<file path="config.mk">
export PLATFORM = sky130hd
export DESIGN_NAME = fixed_partition_allocator
export DESIGN_NICKNAME = d
export VERILOG_FILES = /design/src/design/fpa_pkg.sv /design/src/design/fpa_ram.sv /design/src/design/fpa_front.sv /design/src/design/fpa_queue.sv /design/src/design/fpa_back.sv /design/src/design/fixed_partition_allocator.sv
export VERILOG_INCLUDE_DIRS = /design/src /design/src/design
export SDC_FILE = /design/constraint.sdc
export NUM_CORES = 1
export LEC_CHECK = 0
export ABC_AREA = 1
export BUFFER_PORTS_ARGS = -buffer_cell sky130_fd_sc_hd__buf_2
export CAP_MARGIN = 30
export CORE_UTILIZATION = 61
export DETAILED_ROUTE_END_ITERATION = 6
export PLACE_DENSITY = 0.8
export SLEW_MARGIN = 20
export SYNTH_ARGS = -nofsm -noshare
export SYNTH_HDL_FRONTEND = slang
export SYNTH_SLANG_ARGS = --single-unit
</file>
<file path="constraint.sdc">
create_clock -name clk -period 3.85 [get_ports clk]
set_input_delay 0.1925 -clock clk [delete_from_list [all_inputs] [get_ports clk]]
set_output_delay 0.1925 -clock clk [all_outputs]
set_load 0.05 [all_outputs]
</file>
<file path="src/design/fixed_partition_allocator_assert.svh">
// Assertion macros used by the allocation engine (fpa_back) of the fixed partition allocator.
`ifndef FIXED_PARTITION_ALLOCATOR_ASSERT_SVH
`define FIXED_PARTITION_ALLOCATOR_ASSERT_SVH

`ifndef NO_ASSERTIONS
// Checked on every clock edge outside reset.
`define FPA_ASSERT(lbl, prop, msg) \
  lbl: assert property (@(posedge clk) disable iff (rst) prop) else $error(msg);
// Checked on every clock edge, reset included.
`define FPA_ASSERT_ALWAYS(lbl, prop, msg) \
  lbl: assert property (@(posedge clk) prop) else $error(msg);
`else
`define FPA_ASSERT(lbl, prop, msg)
`define FPA_ASSERT_ALWAYS(lbl, prop, msg)
`endif

`endif

</file>
<file path="src/design/fpa_pkg.sv">
// Shared types, codes and defaults of the fixed partition allocator.
package fpa_pkg;

  localparam int NUM_PARTITIONS_DEF = 16;
  localparam int SIZE_BITS_DEF      = 16;
  localparam int QUEUE_DEPTH        = 2;

  localparam int AMOUNT_W   = 16;
  localparam int SLOT_W     = 4;
  localparam int POLICY_W   = 2;
  localparam int COUNT_W    = 5;
  localparam int APB_ADDR_W = 3;
  localparam int APB_DATA_W = 32;

  localparam logic [COUNT_W-1:0] COUNT_RESET = 5'd16;

  localparam logic [POLICY_W-1:0] POLICY_FIRST = 2'd0;
  localparam logic [POLICY_W-1:0] POLICY_BEST  = 2'd1;
  localparam logic [POLICY_W-1:0] POLICY_WORST = 2'd2;

  localparam logic CMD_LOAD    = 1'b0;
  localparam logic CMD_REQUEST = 1'b1;

  localparam logic REG_FIT_POLICY      = 1'b0;
  localparam logic REG_PARTITION_COUNT = 1'b1;

  typedef struct packed {
    logic [POLICY_W-1:0] policy;
    logic [COUNT_W-1:0]  count;
  } cfg_t;

  typedef enum logic [1:0] {
    BK_IDLE,
    BK_SCAN,
    BK_WRITE
  } back_state_t;

endpackage

</file>
<file path="src/design/fpa_ram.sv">
// Generic single write port RAM with one registered read port.
module fpa_ram
  #(parameter int WIDTH = 16,
    parameter int DEPTH = 16)
  (input  logic                                         clk,
   input  logic                                         wr_en,
   input  logic [((DEPTH > 1) ? $clog2(DEPTH) : 1)-1:0] wr_addr,
   input  logic [WIDTH-1:0]                             wr_data,
   input  logic                                         rd_en,
   input  logic [((DEPTH > 1) ? $clog2(DEPTH) : 1)-1:0] rd_addr,
   output logic [WIDTH-1:0]                             rd_data);

  logic [WIDTH-1:0] mem [DEPTH];

  always_ff @(posedge clk) begin
    if (wr_en) begin
      mem[wr_addr] <= wr_data;
    end
    if (rd_en) begin
      rd_data <= mem[rd_addr];
    end
  end

endmodule

</file>
<file path="src/design/fpa_front.sv">
// Input stage: takes items, masks the amount and checks the load slot.
module fpa_front
  import fpa_pkg::*;
  #(parameter int NUM_PARTITIONS = NUM_PARTITIONS_DEF,
    parameter int SIZE_BITS      = SIZE_BITS_DEF)
  (input  logic                        clk,
   input  logic                        rst,
   input  logic                        in_valid,
   output logic                        in_ready,
   input  logic                        command,
   input  logic [SLOT_W-1:0]           partition_slot,
   input  logic [AMOUNT_W-1:0]         amount,
   input  logic                        final_request,
   output logic                        push_valid,
   input  logic                        push_ready,
   output logic [SIZE_BITS+SLOT_W+2:0] push_data);

  localparam int ENTRY_W = SIZE_BITS + SLOT_W + 3;

  logic               held;
  logic [ENTRY_W-1:0] entry;
  logic               slot_ok;

  assign slot_ok    = 32'(partition_slot) < NUM_PARTITIONS;
  assign in_ready   = !held || push_ready;
  assign push_valid = held;
  assign push_data  = entry;

  always_ff @(posedge clk) begin
    if (rst) begin
      held <= 1'b0;
    end else if (in_ready) begin
      held <= in_valid;
    end
  end

  always_ff @(posedge clk) begin
    if (in_valid && in_ready) begin
      entry <= {command, slot_ok, partition_slot, SIZE_BITS'(amount), final_request};
    end
  end

endmodule

</file>
<file path="src/design/fpa_queue.sv">
// Short FIFO between the input stage and the allocation engine.
module fpa_queue
  #(parameter int WIDTH = 8,
    parameter int DEPTH = 2)
  (input  logic             clk,
   input  logic             rst,
   input  logic             push_valid,
   output logic             push_ready,
   input  logic [WIDTH-1:0] push_data,
   output logic             pop_valid,
   input  logic             pop_ready,
   output logic [WIDTH-1:0] pop_data);

  localparam int PW = (DEPTH > 1) ? $clog2(DEPTH) : 1;
  localparam int CW = $clog2(DEPTH + 1);

  logic [WIDTH-1:0] slots [DEPTH];
  logic [PW-1:0]    wr_ptr;
  logic [PW-1:0]    rd_ptr;
  logic [CW-1:0]    fill;
  logic             do_push;
  logic             do_pop;

  assign push_ready = 32'(fill) < DEPTH;
  assign pop_valid  = fill != '0;
  assign pop_data   = slots[rd_ptr];
  assign do_push    = push_valid && push_ready;
  assign do_pop     = pop_valid && pop_ready;

  always_ff @(posedge clk) begin
    if (rst) begin
      wr_ptr <= '0;
      rd_ptr <= '0;
      fill   <= '0;
    end else begin
      if (do_push) begin
        wr_ptr <= (32'(wr_ptr) == DEPTH - 1) ? '0 : wr_ptr + PW'(1);
      end
      if (do_pop) begin
        rd_ptr <= (32'(rd_ptr) == DEPTH - 1) ? '0 : rd_ptr + PW'(1);
      end
      if (do_push && !do_pop) begin
        fill <= fill + CW'(1);
      end else if (do_pop && !do_push) begin
        fill <= fill - CW'(1);
      end
    end
  end

  always_ff @(posedge clk) begin
    if (do_push) begin
      slots[wr_ptr] <= push_data;
    end
  end

endmodule

</file>
<file path="src/design/fpa_back.sv">
// Allocation engine: applies loads, scans the size table for requests and
// writes back the reduced size.
`include "fixed_partition_allocator_assert.svh"
module fpa_back
  import fpa_pkg::*;
  #(parameter int NUM_PARTITIONS = NUM_PARTITIONS_DEF,
    parameter int SIZE_BITS      = SIZE_BITS_DEF)
  (input  logic                        clk,
   input  logic                        rst,
   input  cfg_t                        cfg,
   input  logic                        pop_valid,
   output logic                        pop_ready,
   input  logic [SIZE_BITS+SLOT_W+2:0] pop_data,
   output logic                        out_valid,
   input  logic                        out_ready,
   output logic                        granted,
   output logic [SLOT_W-1:0]           chosen_partition,
   output logic [AMOUNT_W-1:0]         size_before,
   output logic                        batch_done);

  localparam int ENTRY_W = SIZE_BITS + SLOT_W + 3;
  localparam int IDX_W   = (NUM_PARTITIONS > 1) ? $clog2(NUM_PARTITIONS) : 1;
  localparam int CNT_W   = $clog2(NUM_PARTITIONS + 1);

  back_state_t state, state_next;

  // Fields of the item at the head of the queue.
  logic                 e_req;
  logic                 e_slot_ok;
  logic [SLOT_W-1:0]    e_slot;
  logic [SIZE_BITS-1:0] e_amt;
  logic                 e_last;

  logic [CNT_W-1:0]     limit_now;
  logic [CNT_W-1:0]     limit;
  logic [CNT_W-1:0]     issue_cnt;
  logic [SIZE_BITS-1:0] req_amt;
  logic                 req_last;

  logic                 rd_pending;
  logic [IDX_W-1:0]     rd_idx;
  logic                 rd_vld;
  logic                 found;
  logic [IDX_W-1:0]     pick;
  logic [SIZE_BITS-1:0] pick_val;
  logic [NUM_PARTITIONS-1:0] ent_valid;

  logic                 ram_we;
  logic [IDX_W-1:0]     ram_waddr;
  logic [SIZE_BITS-1:0] ram_wdata;
  logic                 ram_re;
  logic [IDX_W-1:0]     ram_raddr;
  logic [SIZE_BITS-1:0] ram_rdata;
  logic                 start_req;
  logic                 out_load;

  logic [SIZE_BITS-1:0] cur_val;
  logic                 fits;
  logic                 take;

  assign e_last    = pop_data[0];
  assign e_amt     = pop_data[SIZE_BITS:1];
  assign e_slot    = pop_data[SIZE_BITS+SLOT_W:SIZE_BITS+1];
  assign e_slot_ok = pop_data[SIZE_BITS+SLOT_W+1];
  assign e_req     = pop_data[ENTRY_W-1] == CMD_REQUEST;

  assign limit_now = (32'(cfg.count) > NUM_PARTITIONS) ? CNT_W'(NUM_PARTITIONS)
                                                       : CNT_W'(cfg.count);

  // Entries never loaded since reset read as zero.
  assign cur_val = rd_vld ? ram_rdata : '0;
  assign fits    = cur_val >= req_amt;
  assign take    = fits && (!found ||
                            (cfg.policy == POLICY_BEST  && cur_val < pick_val) ||
                            (cfg.policy == POLICY_WORST && cur_val > pick_val));

  fpa_ram #(.WIDTH(SIZE_BITS), .DEPTH(NUM_PARTITIONS)) u_table (
    .clk     (clk),
    .wr_en   (ram_we),
    .wr_addr (ram_waddr),
    .wr_data (ram_wdata),
    .rd_en   (ram_re),
    .rd_addr (ram_raddr),
    .rd_data (ram_rdata));

  always_comb begin
    state_next = state;
    unique case (state)
      BK_IDLE: begin
        if (pop_valid && e_req) begin
          state_next = BK_SCAN;
        end
      end
      BK_SCAN: begin
        if (issue_cnt == limit && !rd_pending) begin
          state_next = BK_WRITE;
        end
      end
      BK_WRITE: begin
        if (!out_valid || out_ready) begin
          state_next = BK_IDLE;
        end
      end
      default: state_next = BK_IDLE;
    endcase
  end

  always_comb begin
    pop_ready = 1'b0;
    start_req = 1'b0;
    out_load  = 1'b0;
    ram_we    = 1'b0;
    ram_waddr = '0;
    ram_wdata = '0;
    ram_re    = 1'b0;
    ram_raddr = '0;
    unique case (state)
      BK_IDLE: begin
        pop_ready = 1'b1;
        start_req = pop_valid && e_req;
        if (pop_valid && !e_req && e_slot_ok) begin
          ram_we    = 1'b1;
          ram_waddr = IDX_W'(e_slot);
          ram_wdata = e_amt;
        end
      end
      BK_SCAN: begin
        if (issue_cnt < limit) begin
          ram_re    = 1'b1;
          ram_raddr = IDX_W'(issue_cnt);
        end
      end
      BK_WRITE: begin
        out_load  = !out_valid || out_ready;
        ram_we    = out_load && found;
        ram_waddr = pick;
        ram_wdata = pick_val - req_amt;
      end
      default: begin
      end
    endcase
  end

  always_ff @(posedge clk) begin
    if (rst) begin
      state      <= BK_IDLE;
      rd_pending <= 1'b0;
      out_valid  <= 1'b0;
      ent_valid  <= '0;
    end else begin
      state      <= state_next;
      rd_pending <= ram_re;
      if (out_load) begin
        out_valid <= 1'b1;
      end else if (out_ready) begin
        out_valid <= 1'b0;
      end
      if (ram_we) begin
        ent_valid[ram_waddr] <= 1'b1;
      end
    end
  end

  always_ff @(posedge clk) begin
    rd_idx <= ram_raddr;
    rd_vld <= ent_valid[ram_raddr];
    if (start_req) begin
      issue_cnt <= '0;
      limit     <= limit_now;
      req_amt   <= e_amt;
      req_last  <= e_last;
      found     <= 1'b0;
    end else begin
      if (ram_re) begin
        issue_cnt <= issue_cnt + CNT_W'(1);
      end
      if (rd_pending && take) begin
        found    <= 1'b1;
        pick     <= rd_idx;
        pick_val <= cur_val;
      end
    end
    if (out_load) begin
      granted          <= found;
      chosen_partition <= found ? SLOT_W'(pick) : '0;
      size_before      <= found ? AMOUNT_W'(pick_val) : '0;
      batch_done       <= req_last;
    end
  end

  `FPA_ASSERT(a_no_grant_zero, out_valid && !granted |-> chosen_partition == '0 && size_before == '0, "ungranted result carries nonzero fields")
  `FPA_ASSERT(a_write_state, ram_we |-> state == BK_IDLE || state == BK_WRITE, "table written during scan")
  `FPA_ASSERT(a_grant_fits, state == BK_WRITE && found |-> pick_val >= req_amt, "chosen partition too small")
  `FPA_ASSERT(a_issue_bound, state == BK_SCAN |-> issue_cnt <= limit, "scan ran past partition count")
  `FPA_ASSERT(a_result_after_write, $rose(out_valid) |-> $past(state) == BK_WRITE, "result without write-back")

endmodule

</file>
<file path="src/design/fixed_partition_allocator.sv">
// Top level of the fixed partition allocator: configuration registers and the
// front, queue and engine instances.
//
// The block keeps one free size per partition. A load item sets a partition's
// size and gives no result; a request item scans partitions 0 to
// partition_count-1 (saturated to NUM_PARTITIONS) under first, best or worst
// fit, reduces the chosen size and returns one result. Items pass an input
// register and a two-entry queue into the engine, so new items are taken
// while the engine works. The engine applies a load in the cycle it takes it.
// A request takes the item, issues one read per partition from the size RAM,
// waits for the last read to return, sees the read pipe empty and writes
// back. The write-back waits while the previous result has not been taken.
// The table reads as all zero after reset through per-entry valid flags, so
// there is no clearing pass. Unused policy code 3 behaves as first fit.
module fixed_partition_allocator
  import fpa_pkg::*;
  #(parameter int NUM_PARTITIONS = NUM_PARTITIONS_DEF,
    parameter int SIZE_BITS      = SIZE_BITS_DEF)
  (input  logic                  clk,
   input  logic                  rst,
   input  logic                  psel,
   input  logic                  penable,
   input  logic                  pwrite,
   input  logic [APB_ADDR_W-1:0] paddr,
   input  logic [APB_DATA_W-1:0] pwdata,
   output logic [APB_DATA_W-1:0] prdata,
   output logic                  pready,
   input  logic                  in_valid,
   output logic                  in_ready,
   input  logic                  command,
   input  logic [SLOT_W-1:0]     partition_slot,
   input  logic [AMOUNT_W-1:0]   amount,
   input  logic                  final_request,
   output logic                  out_valid,
   input  logic                  out_ready,
   output logic                  granted,
   output logic [SLOT_W-1:0]     chosen_partition,
   output logic [AMOUNT_W-1:0]   size_before,
   output logic                  batch_done);

  localparam int ENTRY_W = SIZE_BITS + SLOT_W + 3;

  cfg_t               cfg;
  logic               reg_sel;
  logic               f_valid;
  logic               f_ready;
  logic [ENTRY_W-1:0] f_data;
  logic               q_valid;
  logic               q_ready;
  logic [ENTRY_W-1:0] q_data;

  assign pready  = 1'b1;
  assign reg_sel = paddr[2];

  always_ff @(posedge clk) begin
    if (rst) begin
      cfg.policy <= POLICY_FIRST;
      cfg.count  <= COUNT_RESET;
    end else if (psel && penable && pwrite && pready) begin
      unique case (reg_sel)
        REG_FIT_POLICY:      cfg.policy <= pwdata[POLICY_W-1:0];
        REG_PARTITION_COUNT: cfg.count  <= pwdata[COUNT_W-1:0];
        default: begin
        end
      endcase
    end
  end

  always_comb begin
    unique case (reg_sel)
      REG_FIT_POLICY:      prdata = APB_DATA_W'(cfg.policy);
      REG_PARTITION_COUNT: prdata = APB_DATA_W'(cfg.count);
      default:             prdata = '0;
    endcase
  end

  fpa_front #(.NUM_PARTITIONS(NUM_PARTITIONS), .SIZE_BITS(SIZE_BITS)) u_front (
    .clk            (clk),
    .rst            (rst),
    .in_valid       (in_valid),
    .in_ready       (in_ready),
    .command        (command),
    .partition_slot (partition_slot),
    .amount         (amount),
    .final_request  (final_request),
    .push_valid     (f_valid),
    .push_ready     (f_ready),
    .push_data      (f_data));

  fpa_queue #(.WIDTH(ENTRY_W), .DEPTH(QUEUE_DEPTH)) u_queue (
    .clk        (clk),
    .rst        (rst),
    .push_valid (f_valid),
    .push_ready (f_ready),
    .push_data  (f_data),
    .pop_valid  (q_valid),
    .pop_ready  (q_ready),
    .pop_data   (q_data));

  fpa_back #(.NUM_PARTITIONS(NUM_PARTITIONS), .SIZE_BITS(SIZE_BITS)) u_back (
    .clk              (clk),
    .rst              (rst),
    .cfg              (cfg),
    .pop_valid        (q_valid),
    .pop_ready        (q_ready),
    .pop_data         (q_data),
    .out_valid        (out_valid),
    .out_ready        (out_ready),
    .granted          (granted),
    .chosen_partition (chosen_partition),
    .size_before      (size_before),
    .batch_done       (batch_done));

endmodule
</file>
; ---- Yosys cells after proc, flatten, opt, wreduce, memory -nomap -nowiden
; Memories as Yosys holds them, arrays and structs flattened. A register that Yosys moved wholly into a read port is not among the register bits.
; Index checks and enable logic that the tools add are counted.
[word_totals]
ramBits = 300
memories = 2
in_bits = 64
ff_bits = 129
output_inout_bits = 57
wordCells = 123
[mem_list]
columns = name, words, width, read_ports, rd_clocked_by_memory_dff, wr, line
row1 = u_back.u_table.mem, 16, 16, 1, 1, 1, fpa_ram.sv:13  ; logic [WIDTH-1:0] mem [DEPTH];
row2 = u_queue.slots, 2, 22, 1, 1, 1, fpa_queue.sv:17  ; logic [WIDTH-1:0] slots [DEPTH];
[classes]
muxes = 35
n_addsub = 6
magnitude_cmp = 9
n_reduce_logical = 36
eq_ne = 8
bitwise = 3
[op_table]
columns = cell, count
row1 = $pmux 32 s2, 1
row2 = $mux 16, 2
row3 = $pmux 16 s2, 1
row4 = $mux 1, 18
row5 = $ge 16x16->1, 1
row6 = $gt 16x16->1, 1
row7 = $logic_and 1x1->1, 16
row8 = $lt 16x16->1, 1
row9 = $or 16x16->16, 1
row10 = $sub 16x16->16, 1
row11 = $mux 4, 3
row12 = $lt 4x5->1 const B, 2
row13 = $mux 2, 5
row14 = $pmux 4 s2, 1
row15 = $logic_not 1->1, 7
row16 = $ne 2x1->1 const B, 3
row17 = $pmux 2 s3, 1
row18 = $reduce_and 2->1, 3
row19 = $reduce_bool 2->1, 3
row20 = $add 5x1->5 const B, 1
row21 = $eq 5x5->1, 1
row22 = $gt 5x5->1 const B, 1
row23 = $lt 5x5->1, 1
row24 = $bmux 1 s4, 1
row25 = other kinds (14), 21

; ---- Longest topological paths before layout
[depth]
ltp_word = 10
ltp_mapped = 15
ltp_nobuf = 14

; ---- Hierarchy
; From an unflattened synthesis, not the netlist that was laid out.
[unflattened]
hier_cells = 1960
area_unflattened_um2 = 20299.5
[by_module_without_submodules]
columns = mod, instances, area_each_um2, cells_each
row1 = fpa_ram, 1, 11541.1, 1074
row2 = fpa_back, 1, 5552.8, 661
row3 = fpa_queue, 1, 1894.3, 106
row4 = fpa_front, 1, 719.4, 30
row5 = fixed_partition_allocator, 1, 591.8, 89

; ---- Least setup slack after synthesis
; OpenSTA, ideal clock, no wires.
[synth_path]
path_type = flip-flop to flip-flop
start = register u_back.rd_vld
end = register u_back.pick[0], enable pin
required_ps = 3453
setup_slack_ps = 814
path_stages_with_launch = 12
setup_ps = 397
arrival_time_ps = 2640
path_cell_list = dfxtp_1 > clkbuf_1 > clkbuf_1 > nand2_1 > inv_1 > ha_1 > nand2_1 > nor4_1 > nand3_1 > nand3_1 > nand3_1 > nor2_1
[synth_between]
elab_chain_len = 8
word_cells_on_any_way = 11
[synth_rtl]
columns = element, line
row1 = start: declaration, fpa_back.sv:42  ; logic rd_vld;
row2 = start signal: assignment, fpa_back.sv:166  ; rd_vld <= ent_valid[ram_raddr];
row3 = $mux 16 (*), fpa_back.sv:71  ; assign cur_val = rd_vld ? ram_rdata : '0;
row4 = net u_back.cur_val[15], fpa_back.sv:57  ; logic [SIZE_BITS-1:0] cur_val;
row5 = $lt 16x16->1, fpa_back.sv:74  ; (cfg.policy == POLICY_BEST && cur_val < pick_val) ||
row6 = $logic_and 1x1->1, fpa_back.sv:74
row7 = $logic_or 1x1->1, fpa_back.sv:73  ; assign take = fits && (!found ||
row8 = $logic_or 1x1->1, fpa_back.sv:74
row9 = $logic_and 1x1->1 (*), fpa_back.sv:73
row10 = $logic_and 1x1->1 (*), fpa_back.sv:177  ; if (rd_pending && take) begin
row11 = $reduce_and 2->1 (no line) (*), -
row12 = end signal: assignment, fpa_back.sv:179  ; pick <= rd_idx;
row13 = end: declaration, fpa_back.sv:44  ; logic [IDX_W-1:0] pick;
; Mark *: on every way through the listed nets, which the timed path passes. The rest lies on a longest branch.
; A chain may end at the register's enable or synchronous reset.

; ---- Worst setup path after layout
[layout_path]
start = register u_back.state[1]
end = memory u_back.u_table.mem[5][14], enable pin
[layout_between]
elab_chain_len = 4
word_cells_on_any_way = 6
[layout_rtl]
columns = element, line
row1 = start: declaration, fpa_back.sv:25  ; back_state_t state, state_next;
row2 = start signal: assignment, fpa_back.sv:151  ; state <= state_next;
row3 = $eq 2x2->1 or $logic_not 2->1 (tied branches), fpa_back.sv:117  ; unique case (state)
row4 = $pmux 1 s2, fpa_back.sv:117
row5 = $mux 1, fpa_ram.sv:16  ; if (wr_en) begin
row6 = $mux 1 (implied by the code), fpa_ram.sv:17  ; mem[wr_addr] <= wr_data;
row7 = end: declaration, fpa_ram.sv:13
; Several ways; a longest one is shown, not always the timed one.

==> summary.md <==
| Metric | Value |
|---|---|
| Status | `completed` |
| # rows | `66` |
| Mapped Area | `0.0202 sq mm` |
| Most frequent cells in the layout | `nand2_1 (409), edfxtp_1 (402), inv_1 (340)` |
| First-pass GRT wire length | `74000 microns` |
| Setup bufs post-CTS | `0` |
| Final Hold Fails | `0` |
| Fill cells | `2294` |
| Critical path fanouts, max | `16` |
| 1st-iter DRT viols | `1677` |
| Worst hold-check path type | `primary input to register` |
| Vias | `14400` |
| Fraction of layout cells with a size suffix above 1 | `9.19%` |
| Drt drc | `0` |
| Reg-to-Reg End | `u_back.u_table.mem[5][14]$_DFFE_PP_` |
| Hold slack final | `0.0556 ns` |
| Wire per inst | `18.8 microns` |
| Crit path time final | `3.18 ns` |
| Port bufs | `63` |
| CTS Buffer Depth | `3` |
| N_diodes | `0` |
| Final Skew | `0.0262 ns` |
| WHS Endpoint | `cfg[6]$_SDFFE_PP0P_` |
| Power density cells | `626 mW/mm^2` |
| CP Launch Type | `register` |
| Setup Crit Path Kind | `register to register` |
| Vias in the first global route | `14200` |
| CTS Buf Count | `44` |
| Clock latency on the worst-skew pair | `0.57 ns` |
| Routability-driven placement congestion ratio | `0.943` |
| Clk slew on worst S/H paths | `0.06 ns` |
| Internal power | `0.00942 W` |
| RSZ-0062 raised after global routing | `false` |
| Hold path cells | `5` |
| Pleak | `10.1 nW` |
| Post-route clock period utilization | `82.6%` |
| All-Layer GR Usage | `28.7%` |
| Required time of the critical path | `4.02 ns` |
| Initial antenna violation count | `0` |
| Max-cap viol count | `0` |
| Commonest non-fill, non-tap cell in the layout | `nand2_1` |
| Max_slew headroom | `35.8%` |
| Sequential share of the synthesized area | `64.3%` |
| Area grow syn2layout | `12.1%` |
| GR Overflow Total | `0` |
| Worst R2R Start | `u_back.state[1]$_SDFFE_PP0P_` |
| Final Slew Violations | `0` |
| Vias/cell | `5.65` |
| IO Count | `121` |
| Die Wd | `184 microns` |
| Peak VDD IR | `0.389 mV` |
| Pin count of the biggest net entering global routing | `136` |
| Net Switching | `0.00472 W` |
| Core area | `0.0325 sq mm` |
| CTS tree | `yes` |
| CTS H-tree depth | `2` |
| Sw frac | `33.4%` |
| Final setup violation count | `0` |
| Post-DRT Antenna Nets | `0` |
| Nets | `2192` |
| First-pass DRT Iterations | `7` |
| Setup TNS | `0 ns` |
| Slew @ Worst Pin | `0.962 ns` |
| Clk root buf | `clkbuf_16` |
| Gate power share | `25.8%` |
| Hold path startpoint | `penable` |
| Post-Route WL | `48000 microns` |
| Post-synthesis register bit count | `446` |
| Hpwl dp | `28800 microns` |
| Cts hold-fix bufs | `29` |
| Yosys cell types | `44` |
| R2r setup slk | `0.67 ns` |
| Avg Cell Area, Syn | `10.2 sq um` |
| Yosys Warn Count | `0` |
| Post_cts resized | `0` |
| Critical Path Sink Type | `register` |
| F_max | `315 MHz` |
| Share of total power in the clock network | `29.2%` |
| Reg power frac | `45.0%` |
| Die area | `0.0338 sq mm` |
| Initial core utilization | `62.0%` |
| Arr. time, crit path | `3.35 ns` |
| Clk sink count | `446` |
| Die H | `184 microns` |
| Post-synthesis cell count | `1983` |
| Reg2reg path depth | `11` |
==> power groups by stage <==
| stage | Clock [W] | Combinational (W) | Sequential, W |
|---|---|---|---|
| after detailed placement | 0 | 0.00350 | 0.00645 |
| final | 0.00413 | 0.00365 | 0.00636 |
| after global placement | 0 | 0.00332 | 0.00643 |
| after floorplan | 0 | 0.00231 | 0.00650 |
| after global routing | 0.00435 | 0.00397 | 0.00639 |
| after CTS | 0.00415 | 0.00358 | 0.00635 |
==> state kept, by name, summed over array words and instances (netlist names), 2 cells and up, named ones only <==
signal / cells
cfg: 7
u_back.chosen_partition: 4
u_back.ent_valid: 16
u_back.issue_cnt: 5
u_back.limit: 5
u_back.pick: 4
u_back.pick_val: 16
u_back.rd_idx: 4
u_back.req_amt: 16
u_back.size_before: 16
u_back.state: 2
u_back.u_table.mem: 256
u_back.u_table.rd_data: 16
u_front.push_data: 22
u_queue.fill: 2
u_queue.slots: 44
==> worst max path at each step <==
| stage | from | endpoint | slack, ns |
|---|---|---|---|
| 6_report | u_back.state[1]$_SDFFE_PP0P_ | u_back.u_table.mem[5][14]$_DFFE_PP_ | 0.67 |
| 5_1_grt | u_back.state[1]$_SDFFE_PP0P_ | u_back.u_table.mem[13][1]$_DFFE_PP_ | 0.51 |
| 4_1_cts | u_back.state[1]$_SDFFE_PP0P_ | u_back.u_table.mem[13][11]$_DFFE_PP_ | 0.72 |
| 3_5_place_dp | u_back.state[1]$_SDFFE_PP0P_ | u_back.u_table.mem[13][8]$_DFFE_PP_ | 0.77 |
| 3_3_place_gp | u_back.state[1]$_SDFFE_PP0P_ | u_back.u_table.mem[13][5]$_DFFE_PP_ | 0.89 |
| 2_1_floorplan | u_back.rd_vld$_DFF_P_ | u_back.pick[0]$_DFFE_PP_ | 0.81 |
==> logic make-up after synthesis <==
| kind of cell | after synthesis | share of synthesized area [%] |
|---|---|---|
| fa+ha+maj | 52 | 3.27 |
| simple gates | 876 | 19.1 |
| buf+inv | 456 | 9.25 |
| compound gates | 147 | 3.97 |
| other cells | 2 | 0.0373 |
| xor+xnor | 4 | 0.174 |
| flops | 446 | 64.3 |
==> cells in the mapped netlist <==
cell	count	area share, %
nand4_1	71	2.2
xnor2_1	3	0.13
and2_1	1	0.031
nand3b_1	3	0.11
a41oi_1	1	0.043
buf_6	1	0.056
conb_1	2	0.037
nor3_1	5	0.12
buf_2	29	0.72
o21ai_1	1	0.025
dfxtp_1	44	4.4
nor2_4	2	0.11
nand2_4	1	0.056
nand3_4	1	0.087
a32o_1	1	0.050
clkbuf_1	45	0.84
inv_1	340	6.3
o211ai_1	4	0.15
nand3_2	1	0.050
nor2_2	1	0.031
edfxtp_1	402	60
o41ai_1	1	0.043
nand3_1	192	4.8
nor4b_1	1	0.043
o21ai_0	53	1.3
a31oi_1	2	0.062
xor2_1	1	0.043
a21oi_1	70	1.7
o21a_1	3	0.11
nor2_1	178	3.3
or2_2	3	0.093
a22o_1	1	0.043
o21bai_1	7	0.26
a21o_1	1	0.037
nand3b_4	1	0.099
inv_2	7	0.13
nor4_1	3	0.093
ha_1	51	3.2
buf_1	5	0.093
fa_1	1	0.099
o21ai_2	2	0.087
nand2_1	410	7.6
nor2_8	2	0.20
buf_4	29	1.1
==> routing by layer <==
layer | vias to the layer above | wire length [microns] | global-route usage (%)
li1 | 6686 | - | -
met1 | 6801 | 18300 | 36.7
met2 | 809 | 23600 | 48.3
met3 | 136 | 4480 | 5.01
met4 | 0 | 1610 | 12.0
met5 | - | 0 | 0
==> final cells by class <==
type / count / area (sq um) / share of cell area [%]
multi-input combinational: 1107 / 5460 / 24.2
clock buffer: 59 / 1190 / 5.25
tap: 442 / 553 / 2.45
clock inverter: 22 / 190 / 0.841
timing repair buffer: 130 / 955 / 4.22
inverter: 347 / 1300 / 5.76
sequential: 446 / 13000 / 57.3
==> metrics by stage <==
| stage | area, sq um | power [W] | setup slack [ns] | instances | utilization (%) |
|---|---|---|---|---|---|
| floorplan | 20300 | 0.00881 | 0.814 | 2009 | - |
| global placement | 20800 | 0.00976 | 0.889 | 2438 | 64.1 |
| detailed placement | 20900 | 0.00996 | 0.772 | 2442 | 64.3 |
| CTS | 22600 | 0.0141 | 0.725 | 2552 | 69.4 |
| global route | 22600 | 0.0147 | 0.507 | 2553 | 69.5 |
| finish | 22600 | 0.0141 | 0.671 | 2553 | 69.5 |
==> critical path, stage by stage, from the launching register on <==
cell	delay, ns
dfxtp_1	0.40
inv_1	0.11
nor2_2	0.08
buf_4	0.21
inv_1	0.24
nor2_2	0.16
nand2_1	0.07
o21ai_0	0.17
o211ai_1	0.18
nor2_1	0.33
nand2_1	0.14
inv_1	0.70
No activity file was read; power rests on OpenSTA's default activity.
